**src/rtl/core/luhn_pkg.sv**
```systemverilog
`timescale 1ns / 1ps
// ----------------------------------------------------------------------------
// Luhn classifier package
// Widths, brand codes, the scan result type and the brand classification
// shared by the modules of the Luhn card classifier.
// ----------------------------------------------------------------------------
package luhn_pkg;

  localparam int CardW   = 64;
  localparam int DigitN  = 20;
  localparam int DigitW  = 4;
  localparam int BcdW    = DigitN * DigitW;
  localparam int CountW  = 5;
  localparam int BrandW  = 2;

  localparam logic [CountW-1:0] AmexLen    = 5'd15;
  localparam logic [CountW-1:0] MasterLen  = 5'd16;
  localparam logic [CountW-1:0] VisaShort  = 5'd13;
  localparam logic [CountW-1:0] VisaLong   = 5'd16;
  localparam logic [CountW-1:0] MinLen     = 5'd2;

  typedef enum logic [BrandW-1:0] {
    BRAND_INVALID    = 2'd0,
    BRAND_AMEX       = 2'd1,
    BRAND_MASTERCARD = 2'd2,
    BRAND_VISA       = 2'd3
  } brand_t;

  typedef struct packed {
    brand_t              brand;
    logic                checksum_ok;
    logic [CountW-1:0]   digit_count;
  } luhn_res_t;

  // Brand from the digit count and the two leading decimal digits.
  function automatic brand_t classify(input logic [CountW-1:0] cnt,
                                      input logic [DigitW-1:0] hi,
                                      input logic [DigitW-1:0] lo);
    brand_t b;
    b = BRAND_INVALID;
    if (cnt == AmexLen && hi == 4'd3 && (lo == 4'd4 || lo == 4'd7)) begin
      b = BRAND_AMEX;
    end else if (cnt == MasterLen && hi == 4'd5 && lo inside {[4'd1:4'd5]}) begin
      b = BRAND_MASTERCARD;
    end else if ((cnt == VisaShort || cnt == VisaLong) && hi == 4'd4) begin
      b = BRAND_VISA;
    end
    return b;
  endfunction

endpackage

```
**src/rtl/core/luhn_card_classifier_core.sv**
```systemverilog
`timescale 1ns / 1ps
// ----------------------------------------------------------------------------
// Luhn card classifier
// Checks a binary card number with the Luhn mod-10 rule and names its brand.
// ----------------------------------------------------------------------------
// Usage:
// The input channel carries one card number per beat (in_card_number). The
// result channel carries brand, checksum flag and decimal digit count per
// beat. Each channel hands over a beat when valid is high and stall is low.
// An accepted number first runs through a 64-step binary-to-BCD shift
// converter, one bit a cycle, and then through a 20-step digit scan, one
// decimal digit a cycle. The two passes run one after the other, and a new
// number is taken only once the result of the previous one has been loaded
// into the output register.
// in_stall is high while a number is being worked on. The result sits in an
// output register, so a new number is accepted while a finished result is
// still held by a stalled receiver; a second result then waits in the scan
// unit until the output register frees up.
// Reset clears the sequencer and the output valid; no clearing pass is run.
// ----------------------------------------------------------------------------
module luhn_card_classifier_core (
  input  logic                         clk,
  input  logic                         rst_n,
  input  logic                         in_valid,
  output logic                         in_stall,
  input  logic [luhn_pkg::CardW-1:0]   in_card_number,
  output logic                         out_valid,
  input  logic                         out_stall,
  output logic [luhn_pkg::BrandW-1:0]  out_brand,
  output logic                         out_checksum_ok,
  output logic [luhn_pkg::CountW-1:0]  out_digit_count
);
  import luhn_pkg::*;

  typedef enum logic [3:0] {
    S_IDLE = 4'b0001,
    S_CONV = 4'b0010,
    S_SCAN = 4'b0100,
    S_HOLD = 4'b1000
  } state_t;

  state_t            state_r, state_nxt;
  logic              out_valid_r, out_valid_nxt;
  luhn_res_t         out_res_r, out_res_nxt;

  logic              in_acc;
  logic              out_free;
  logic              load;
  logic              conv_done;
  logic [BcdW-1:0]   bcd;
  logic              scan_done;
  luhn_res_t         scan_res;

  assign in_stall = (state_r != S_IDLE);
  assign in_acc   = in_valid && !in_stall;
  assign out_free = !out_valid_r || !out_stall;
  assign load     = (state_r == S_HOLD) && out_free;

  luhn_b2bcd u_b2bcd (
    .clk   (clk),
    .rst_n (rst_n),
    .start (in_acc),
    .bin   (in_card_number),
    .done  (conv_done),
    .bcd   (bcd)
  );

  luhn_scan u_scan (
    .clk   (clk),
    .rst_n (rst_n),
    .start (conv_done),
    .bcd   (bcd),
    .done  (scan_done),
    .res   (scan_res)
  );

  always_comb begin
    state_nxt = state_r;
    case (state_r)
      S_IDLE: if (in_acc) state_nxt = S_CONV;
      S_CONV: if (conv_done) state_nxt = S_SCAN;
      S_SCAN: if (scan_done) state_nxt = S_HOLD;
      S_HOLD: if (out_free) state_nxt = S_IDLE;
      default: state_nxt = S_IDLE;
    endcase
  end

  always_comb begin
    out_valid_nxt = out_valid_r && out_stall;
    out_res_nxt   = out_res_r;
    if (load) begin
      out_valid_nxt = 1'b1;
      out_res_nxt   = scan_res;
    end
  end

  always_ff @(posedge clk) begin
    if (!rst_n) begin
      state_r     <= S_IDLE;
      out_valid_r <= 1'b0;
    end else begin
      state_r     <= state_nxt;
      out_valid_r <= out_valid_nxt;
    end
  end

  always_ff @(posedge clk) begin
    out_res_r <= out_res_nxt;
  end

  assign out_valid       = out_valid_r;
  assign out_brand       = out_res_r.brand;
  assign out_checksum_ok = out_res_r.checksum_ok;
  assign out_digit_count = out_res_r.digit_count;

endmodule

```
**src/rtl/core/luhn_b2bcd.sv**
```systemverilog
`timescale 1ns / 1ps
// ----------------------------------------------------------------------------
// Binary to BCD converter
// Shift-and-add-3 conversion of the 64-bit card number into twenty decimal
// digits, one input bit per cycle.
// ----------------------------------------------------------------------------
module luhn_b2bcd (
  input  logic                        clk,
  input  logic                        rst_n,
  input  logic                        start,
  input  logic [luhn_pkg::CardW-1:0]  bin,
  output logic                        done,
  output logic [luhn_pkg::BcdW-1:0]   bcd
);
  import luhn_pkg::*;

  localparam int CntW = $clog2(CardW + 1);

  logic [CntW-1:0]  cnt_r, cnt_nxt;
  logic [CardW-1:0] sh_r, sh_nxt;
  logic [BcdW-1:0]  bcd_r, bcd_nxt;
  logic [BcdW-1:0]  adj;
  logic             done_r, done_nxt;

  // Every digit of five or more gets three added before the shift.
  always_comb begin
    for (int i = 0; i < DigitN; i++) begin
      adj[i*DigitW +: DigitW] = (bcd_r[i*DigitW +: DigitW] >= 4'd5) ?
                                bcd_r[i*DigitW +: DigitW] + 4'd3 :
                                bcd_r[i*DigitW +: DigitW];
    end
  end

  always_comb begin
    cnt_nxt  = cnt_r;
    sh_nxt   = sh_r;
    bcd_nxt  = bcd_r;
    done_nxt = 1'b0;
    if (start) begin
      sh_nxt  = bin;
      bcd_nxt = '0;
      cnt_nxt = CntW'(CardW);
    end else if (cnt_r != '0) begin
      {bcd_nxt, sh_nxt} = {adj, sh_r} << 1;
      cnt_nxt = cnt_r - 1'b1;
      if (cnt_r == CntW'(1)) begin
        done_nxt = 1'b1;
      end
    end
  end

  always_ff @(posedge clk) begin
    if (!rst_n) begin
      cnt_r  <= '0;
      done_r <= 1'b0;
    end else begin
      cnt_r  <= cnt_nxt;
      done_r <= done_nxt;
    end
  end

  always_ff @(posedge clk) begin
    sh_r  <= sh_nxt;
    bcd_r <= bcd_nxt;
  end

  assign done = done_r;
  assign bcd  = bcd_r;

endmodule

```
**src/rtl/core/luhn_scan.sv**
```systemverilog
`timescale 1ns / 1ps
// ----------------------------------------------------------------------------
// Luhn digit scan
// Walks the decimal digits from the right, one a cycle, forming the Luhn sum
// modulo ten, the digit count and the two leading digits.
// ----------------------------------------------------------------------------
module luhn_scan (
  input  logic                       clk,
  input  logic                       rst_n,
  input  logic                       start,
  input  logic [luhn_pkg::BcdW-1:0]  bcd,
  output logic                       done,
  output luhn_pkg::luhn_res_t        res
);
  import luhn_pkg::*;

  localparam logic [CountW-1:0] LastIdx = CountW'(DigitN - 1);

  logic [BcdW-1:0]   sh_r, sh_nxt;
  logic [CountW-1:0] idx_r, idx_nxt;
  logic [CountW-1:0] cnt_r, cnt_nxt;
  logic [DigitW-1:0] sum_r, sum_nxt;
  logic [DigitW-1:0] hi_r, hi_nxt;
  logic [DigitW-1:0] lo_r, lo_nxt;
  logic [DigitW-1:0] prev_r, prev_nxt;
  logic              active_r, active_nxt;
  logic              done_r, done_nxt;

  logic [DigitW-1:0] d;
  logic [DigitW:0]   dbl;
  logic [DigitW:0]   dbl_adj;
  logic [DigitW-1:0] term;
  logic [DigitW:0]   s5;
  logic              ok;

  assign d       = sh_r[DigitW-1:0];
  assign dbl     = {d, 1'b0};
  assign dbl_adj = (dbl > 5'd9) ? dbl - 5'd9 : dbl;
  assign term    = idx_r[0] ? dbl_adj[DigitW-1:0] : d;
  assign s5      = {1'b0, sum_r} + {1'b0, term};

  always_comb begin
    sh_nxt     = sh_r;
    idx_nxt    = idx_r;
    cnt_nxt    = cnt_r;
    sum_nxt    = sum_r;
    hi_nxt     = hi_r;
    lo_nxt     = lo_r;
    prev_nxt   = prev_r;
    active_nxt = active_r;
    done_nxt   = 1'b0;
    if (start) begin
      sh_nxt     = bcd;
      idx_nxt    = '0;
      cnt_nxt    = '0;
      sum_nxt    = '0;
      hi_nxt     = '0;
      lo_nxt     = '0;
      prev_nxt   = '0;
      active_nxt = 1'b1;
    end else if (active_r) begin
      sh_nxt   = sh_r >> DigitW;
      idx_nxt  = idx_r + 1'b1;
      sum_nxt  = (s5 >= 5'd10) ? DigitW'(s5 - 5'd10) : s5[DigitW-1:0];
      prev_nxt = d;
      // The most significant non-zero digit seen so far sets the count.
      if (d != '0) begin
        cnt_nxt = idx_r + 1'b1;
        hi_nxt  = d;
        lo_nxt  = prev_r;
      end
      if (idx_r == LastIdx) begin
        active_nxt = 1'b0;
        done_nxt   = 1'b1;
      end
    end
  end

  always_ff @(posedge clk) begin
    if (!rst_n) begin
      active_r <= 1'b0;
      done_r   <= 1'b0;
    end else begin
      active_r <= active_nxt;
      done_r   <= done_nxt;
    end
  end

  always_ff @(posedge clk) begin
    sh_r   <= sh_nxt;
    idx_r  <= idx_nxt;
    cnt_r  <= cnt_nxt;
    sum_r  <= sum_nxt;
    hi_r   <= hi_nxt;
    lo_r   <= lo_nxt;
    prev_r <= prev_nxt;
  end

  assign ok              = (cnt_r != '0) && (sum_r == '0);
  assign res.checksum_ok = ok;
  assign res.digit_count = cnt_r;
  assign res.brand       = (ok && cnt_r >= MinLen) ? classify(cnt_r, hi_r, lo_r)
                                                    : BRAND_INVALID;
  assign done            = done_r;

endmodule

```
**config.mk**
```make
export PLATFORM = sky130hd
export DESIGN_NAME = luhn_card_classifier_core
export DESIGN_NICKNAME = d
export VERILOG_FILES = /design/src/rtl/core/luhn_pkg.sv /design/src/rtl/core/luhn_card_classifier_core.sv /design/src/rtl/core/luhn_b2bcd.sv /design/src/rtl/core/luhn_scan.sv
export SDC_FILE = /design/constraint.sdc
export NUM_CORES = 1
export LEC_CHECK = 0
export CORE_ASPECT_RATIO = 0.5
export CORE_UTILIZATION = 60
export DETAILED_ROUTE_END_ITERATION = 7
export DONT_BUFFER_PORTS = 1
export PLACE_DENSITY = 0.76
export RECOVER_POWER = 25
export SYNTH_ARGS = -nofsm -noshare
export SYNTH_HDL_FRONTEND = slang
export SYNTH_SLANG_ARGS = --single-unit
```
**constraint.sdc**
```tcl
create_clock -name clk -period 3.9 [get_ports clk]
set_input_delay 0.39 -clock clk [delete_from_list [all_inputs] [get_ports clk]]
set_output_delay 0.39 -clock clk [all_outputs]
set_load 0.005 [all_outputs]
```
==> results.json, run 1 <==
{
  "maxCapViolations": 1,
  "post-route-cell-area_mm2": 0.0138,
  "peakVddDrop_mv": 0.858,
  "row_count": 37,
  "timing_worst_setup_path_type": "reg2reg",
  "crit_path_start_kind": "flip-flop",
  "power.density_cell_area_mw_per_mm2": 802,
  "route.vias.total": 8596,
  "synthXorXnorAreaFrac": 0.0252,
  "mappedNetlistNets": 1362,
  "drt-met1-wl_mm": 11.2,
  "min_period_ns": 3.57,
  "drt-vias-per-instance": 5.68,
  "yosys_most_used_dff": "edfxtp_1",
  "design.core.area_mm2": 0.0207,
  "yosys.area_share.simple": 0.160,
  "layout_common_cells": "nand2_1, edfxtp_1, dfxtp_1",
  "worst_skew_pair.late_latency_ns": 0.53,
  "cp_max_fo": 6,
  "ys_seq_area_frac": 0.546,
  "first_global_vias": 8388,
  "postRouteWirelength_mm": 23.5,
  "netSwitchingPower_mw": 4.01,
  "slowest_delay_ns": 0.48,
  "critical_path.top_delay_family": "adder cells",
  "static-leakage-power_nw": 5.33,
  "proportion_of_total_power_due_to_net_switching": 0.362,
  "critical_path_buf_inv_count": 3,
  "cts_max_path_buffers": 3,
  "postSynth.asyncResetShare": 0,
  "clk_pin_slew_ns": 0.07,
  "fin_tns_setup_ns": 0,
  "initial_utilization": 0.617,
  "largest_net_degree_at_the_start_of_global_routing": 101,
  "cp_data_arrival_time_ns": 4.01,
  "largest_family_of_logic_cells_by_synthesized_area": "simple AND/OR/NAND/NOR gates",
  "slew-limit-headroom": -0.507,
  "port_buffers": 0,
  "failed_checks": "capacitance limit, slew limit",
  "design.portCount": 78,
  "die_x_um": 209,
  "synth.lib_cells_used.distinct": 53,
  "clockPowerShare": 0.217,
  "wl_met2_mm": 10.7,
  "final_antenna_net_count": 0,
  "max_clock_freq_mhz": 280,
  "tritoncts_buffer_count": 24,
  "worstPathCellList": "inv_1 -> ha_1 -> inv_1 -> a21oi_1 -> xnor2_1 -> mux2i_1 -> fa_1 -> xnor2_2 -> inv_1 -> ha_1 -> o31ai_1 -> a311o_1 -> or3_1 -> a311oi_2",
  "layout_cells_excl_fill": 1513,
  "die_h_um": 105,
  "layout_cells_sized_above_1": 0.104,
  "mappedNetlistArea_mm2": 0.0128,
  "required_ns": 4.34,
  "tightestPinTransition_ns": 2.26,
  "power.combinational.fraction": 0.350,
  "routed_length_on_met3_mm": 1.31,
  "timing_max_transition_violations_final": 55,
  "ys.warnings.count": 0,
  "final-hold-violation-count": 0,
  "final_nets": 1340,
  "dr.pass1.iters": 7,
  "top_layer_used": "met4",
  "antenna_found_initial": 0,
  "htreeDepth": 1,
  "clock-skew-final_ns": 0.0146,
  "critPathMostFrequentCell": "inv_1",
  "seqPwrFrac": 0.433,
  "die-area_mm2": 0.0220,
  "timing.final.crit_share": 0.914,
  "dr.first_iter.drc_count": 634,
  "status": "finished with violations",
  "tritoncts": "yes",
  "crit_slowest_cell": "fa_1",
  "setup_repair_after_global_routing_missed_its_margin": "no",
  "synth_compound_area_frac": 0.0914,
  "synthToLayoutAreaGrowth_pct": 7.72,
  "grt_overflow": 0,
  "synthesis.instances": 1244,
  "postSynthAreaPerCell_um2": 10.3,
  "synthAdderAreaFrac": 0.0495,
  "detailedPlacementHpwl_mm": 14.6,
  "numPlacedInstances": 1467,
  "yosys_register_bits": 273,
  "yosys-mux-area-fraction": 0.0928,
  "post-layout-total-power_mw": 11.1,
  "antenna_cells": 0,
  "report.final.setup_viol": 0,
  "cts.sinks": 273,
  "cts_root_buffer_type": "clkbuf_16",
  "mostFrequentLayoutCell": "nand2_1",
  "internal-power_mw": 7.05,
  "grt_util_all_layers": 0.218,
  "worstSetupEndpointType": "flip-flop",
  "avgRoutedWirePerCell_um": 15.6,
  "min-delay-path-class": "in2reg",
  "detailed_place.area_mm2": 0.0130,
  "place_congestion": 0.804,
  "grt_pass1_wl_mm": 39.7,
  "post-cts-setup-buffer-count": 0,
  "count_of_flip_flops_with_a_built_in_enable_after_synthesis": 152,
  "drc": 0
}
==> worst paths after layout <==
kind | startpoint | endpoint | slack [ns] | cells past startpoint
worst min register to register | u_scan.hi_r[2] | u_scan.hi_r[2] | 0.47 | 2
worst max-delay path | u_scan.sh_r[0] | u_scan.sum_r[1] | 0.33 | 14
worst min-delay path | out_stall | out_valid | 0.03 | 2
worst max register to register | u_scan.sh_r[0] | u_scan.sum_r[1] | 0.33 | 14
==> cells in the mapped netlist (24+ instances only) <==
library cell	n	area, um2
nand2_1	288	1080
clkbuf_1	29	109
a211oi_1	40	300
mux2i_1	32	320
nand3_1	26	130
ha_1	49	613
buf_2	24	120
nand2b_1	26	163
edfxtp_1	152	4560
inv_1	53	199
nor2_1	66	248
o21ai_0	45	225
mux2_2	77	867
dfxtp_1	121	2420
a21oi_1	100	500
xnor2_1	26	228
==> state kept, by name, indices dropped and copies added, names as in the netlist, 2 cells and up <==
| signal | cells |
|---|---|
| u_b2bcd.bcd | 80 |
| u_scan.sh_r | 80 |
| u_b2bcd.sh_r | 64 |
| u_b2bcd.cnt_r | 7 |
| out_digit_count | 5 |
| u_scan.cnt_r | 5 |
| u_scan.idx_r | 5 |
| state_r | 4 |
| u_scan.hi_r | 4 |
| u_scan.lo_r | 4 |
| u_scan.prev_r | 4 |
| u_scan.sum_r | 4 |
| out_brand | 2 |
==> timing repair <==
action | CTS | global route
gates resized for setup | 0 | 0
hold buffers | 2 | 0
hold endpoints to repair | 3 | 0
==> worst register-to-register path, cell delays in order, from the launching register on <==
cell,delay [ns]
edfxtp_1,0.44
inv_1,0.12
ha_1,0.24
inv_1,0.06
a21oi_1,0.27
xnor2_1,0.15
mux2i_1,0.14
fa_1,0.48
xnor2_2,0.19
inv_1,0.07
ha_1,0.27
o31ai_1,0.12
a311o_1,0.37
or3_1,0.33
a311oi_2,0.23
==> power by group through the flow <==
stage / Clock (mW) / Sequential (mW) / Combinational (mW)
3_5_place_dp: 0 / 4.83 / 3.84
4_1_cts: 2.45 / 4.78 / 3.87
3_3_place_gp: 0 / 4.79 / 3.62
5_1_grt: 2.55 / 4.90 / 4.39
6_report: 2.40 / 4.79 / 3.87
2_1_floorplan: 0 / 4.64 / 3.16
==> cells by family (layout without fill, tap and decap cells) <==
logic type      count (synthesis)  after routing
flops                         273            273
compound gates                201            201
fa+ha+maj                      50             50
simple gates                  464            464
buf+inv                       111            107
xor+xnor                       36             36
mux                           109            109
==> metrics by stage <==
stage               hold WS [ns]  utilization  setup WS, ns
finish                    0.0319        0.665         0.334
CTS                      0.00347        0.665         0.372
global route              0.0119        0.665         0.119
global placement           0.454        0.627         0.598
detailed placement         0.467        0.627         0.379
floorplan                  0.440            -         0.723
==> routing by layer <==
metal,GRT usage,vias up
met5,0,-
met4,0.0362,0
met3,0.0507,37
met2,0.360,199
met1,0.300,4095
li1,-,4265
==> final cells by class <==
type                    count  area [um2]
clock inverters            13         148
multi-input cells         860        5370
flip-flops and latches    273        6990
well taps                 273         342
repair buffers             10         105
inverters                  53         199
clock buffers              31         637
fillers                  1569        6950
Note: power is estimated with default switching activity, not from simulation.
==> run 2: changes to the inputs <==
--- a/config.mk
+++ b/config.mk
@@ -5,11 +5,12 @@
 export SDC_FILE = /design/constraint.sdc
 export NUM_CORES = 1
 export LEC_CHECK = 0
+export ABC_AREA = 1
 export CORE_ASPECT_RATIO = 0.5
 export CORE_UTILIZATION = 60
 export DETAILED_ROUTE_END_ITERATION = 7
 export DONT_BUFFER_PORTS = 1
-export PLACE_DENSITY = 0.76
+export PLACE_DENSITY = 0.79
 export RECOVER_POWER = 25
 export SYNTH_ARGS = -nofsm -noshare
 export SYNTH_HDL_FRONTEND = slang
==> results.json, run 2 <==
{
  "dr.pass1.iters": 6,
  "drc": 0,
  "slew-limit-headroom": 0.121,
  "worst_skew_pair.late_latency_ns": 0.53,
  "timing_worst_setup_path_type": "reg2reg",
  "power.density_cell_area_mw_per_mm2": 809,
  "drt-vias-per-instance": 5.50,
  "reg2regPathDepth": 7,
  "synth_top_area_share": 0.361,
  "status": "complete, no violations",
  "tritoncts": "yes",
  "cp_max_fo": 71,
  "ff2ff_setup_slack_ns": 0.85,
  "report.final.setup_viol": 0,
  "largest_net_degree_at_the_start_of_global_routing": 117,
  "grt_util_all_layers": 0.224,
  "peakVddDrop_mv": 0.520,
  "max_clock_freq_mhz": 328,
  "route.vias.total": 9103,
  "postRouteWirelength_mm": 23.9,
  "die_x_um": 207,
  "final-hold-violation-count": 0,
  "globalRouteMet3Util": 0.0508,
  "r2r_startpoint": "state_r[2]",
  "timing.final.crit_share": 0.781,
  "final_nets": 1483,
  "die-area_mm2": 0.0217,
  "avgRoutedWirePerCell_um": 14.4,
  "design.core.area_mm2": 0.0206,
  "detailedPlacementHpwl_mm": 15.4,
  "grt_overflow": 0,
  "port_buffers": 0,
  "detailed_place.area_mm2": 0.0128,
  "static-leakage-power_nw": 5.77,
  "post-cts-setup-buffer-count": 0,
  "layout_common_cells": "nand2_1, o21ai_0, inv_1",
  "required_ns": 4.32,
  "timing_max_transition_violations_final": 0,
  "mostFrequentLayoutCell": "nand2_1",
  "final-seq-area_mm2": 0.00699,
  "antenna_cells": 0,
  "worstSetupEndpointType": "flip-flop",
  "tritoncts_buffer_count": 24,
  "post-layout-total-power_mw": 11.1,
  "tightestPinTransition_ns": 1.32,
  "post-route-cell-area_mm2": 0.0137,
  "row_count": 37,
  "grt_most_used_layer": "met2",
  "layout_cells_excl_fill": 1656,
  "mappedNetlistArea_mm2": 0.0127,
  "hp-start": "rst_n",
  "final_antenna_net_count": 0,
  "final.fill_count": 1525,
  "min_period_ns": 3.05,
  "yosys_register_bits": 273,
  "synthesis.instances": 1384,
  "met1_usage": 0.283,
  "pre_cts_ws_ns": 0.914,
  "post-synth-top-area-cell": "edfxtp_1",
  "initial_utilization": 0.614,
  "min-delay-path-class": "in2reg",
  "cts.sinks": 273,
  "numPlacedInstances": 1611,
  "synthMostInstantiatedCell": "nand2_1",
  "layout_cells_sized_above_1": 0.0629,
  "yosys_most_used_dff": "edfxtp_1",
  "antenna_found_initial": 0,
  "first_global_vias": 9022,
  "timing.hold.worst_endpoint": "u_scan.active_r",
  "postSynth.asyncResetShare": 0,
  "synthToLayoutAreaGrowth_pct": 8.19,
  "ys_seq_area_frac": 0.552,
  "synth_top_cells_by_count": "nand2_1, o21ai_0, inv_1, edfxtp_1, dfxtp_1",
  "cp_data_arrival_time_ns": 3.46,
  "crit_path_start_kind": "flip-flop",
  "cts_max_path_buffers": 3,
  "design.portCount": 78,
  "htreeDepth": 1,
  "setup_repair_after_global_routing_missed_its_margin": "no",
  "area_occupied_by_multi_input_gates_mm2": 0.00477,
  "cts_root_buffer_type": "clkbuf_16",
  "grt_pass1_wl_mm": 40.5,
  "clk_pin_slew_ns": 0.06,
  "synth.lib_cells_used.distinct": 36,
  "dr.first_iter.drc_count": 593,
  "ys.warnings.count": 0,
  "die_h_um": 105,
  "synth.area.top_cells": "edfxtp_1, dfxtp_1, nand2_1",
  "postSynthAreaPerCell_um2": 9.14,
  "clock-skew-final_ns": 0.00852,
  "fin_tns_setup_ns": 0,
  "maxCapViolations": 0,
  "whs_path_depth": 2,
  "rr_endpoint": "u_b2bcd.bcd[63]",
  "groute.layer.met2.usage": 0.385,
  "place_congestion": 0.855,
  "mappedNetlistNets": 1502,
  "count_of_flip_flops_with_a_built_in_enable_after_synthesis": 152,
  "final_critical_path_setup_slack_ns": 0.855
}
==> run 2: cell types whose count changed after synthesis, moves of 21 or more <==
| cell | previous run | this run |
|---|---|---|
| o21ai_0 | 45 | 182 |
| a21oi_1 | 100 | 41 |
| inv_1 | 53 | 153 |
| xnor2_1 | 26 | 5 |
| o22ai_2 | 0 | 29 |
| nor3b_1 | 22 | 0 |
| mux2i_1 | 32 | 0 |
| o21ai_1 | 0 | 22 |
| nand2_1 | 288 | 398 |
| a211oi_1 | 40 | 0 |
| mux2_2 | 77 | 0 |
| nor2_1 | 66 | 41 |
| nand2b_1 | 26 | 0 |
==> run 2: layout make-up <==
type,instances,area share
inverter,157,0.0432
sequential,273,0.510
tap,273,0.0250
clock inverter,11,0.0132
timing repair buffer,10,0.00731
clock buffer,33,0.0525
multi-input combinational,899,0.348
==> run 2: timing repair <==
action / in CTS / in global routing
endpoints found under the hold margin: 3 / 0
endpoints found under the setup margin: 0 / 0
resized for setup: 0 / 0
hold buffers: 1 / 0
==> run 2: cells by family after synthesis <==
family	count (synthesis)	share of synthesized area
xor+xnor	28	0.0194
flops	273	0.552
compound gates	313	0.148
fa+ha+maj	50	0.0500
buf+inv	212	0.0704
simple gates	508	0.160
==> run 2: worst max-delay path by stage <==
stage	start	to	slack, ns
after floorplan	u_scan.active_r	u_scan.sh_r[0]	0.76
after global placement	u_scan.sh_r[1]	u_scan.sum_r[2]	1.05
after detailed placement	u_scan.sh_r[0]	u_scan.sum_r[1]	0.91
after CTS	u_scan.sh_r[0]	u_scan.sum_r[2]	0.90
after global routing	u_scan.sh_r[0]	u_scan.sum_r[2]	0.53
final	state_r[2]	u_b2bcd.bcd[63]	0.85
==> run 2: per-stage QoR <==
step | util | hold WS [ns]
2_1_floorplan | - | 0.425
3_3_place_gp | 0.621 | 0.442
3_5_place_dp | 0.621 | 0.453
4_1_cts | 0.665 | 0.000376
5_1_grt | 0.664 | 0.00968
6_report | 0.664 | 0.0208
==> run 2: critical path: stages, from the launching register on <==
cell and delay [ns]:
dfxtp_1 0.39, nor2_1 0.08, nand3_1 0.20, nor2_4 0.06
inv_1 0.72, clkbuf_2 1.12, nand3_1 0.18, o31ai_1 0.14
==> run 2: where the power goes <==
part	internal, mW	switching [mW]
Clock	1.62	1.03
Sequential	4.23	0.403
Combinational	1.17	2.63
==> run 2: metal layers <==
metal | vias to the layer above | part of all wire | routed length (um)
met2 | 218 | 0.47 | 11300
met4 | 0 | 0.023 | 556
met1 | 4244 | 0.45 | 10600
li1 | 4594 | - | -
met3 | 47 | 0.061 | 1460
met5 | - | 0 | 0
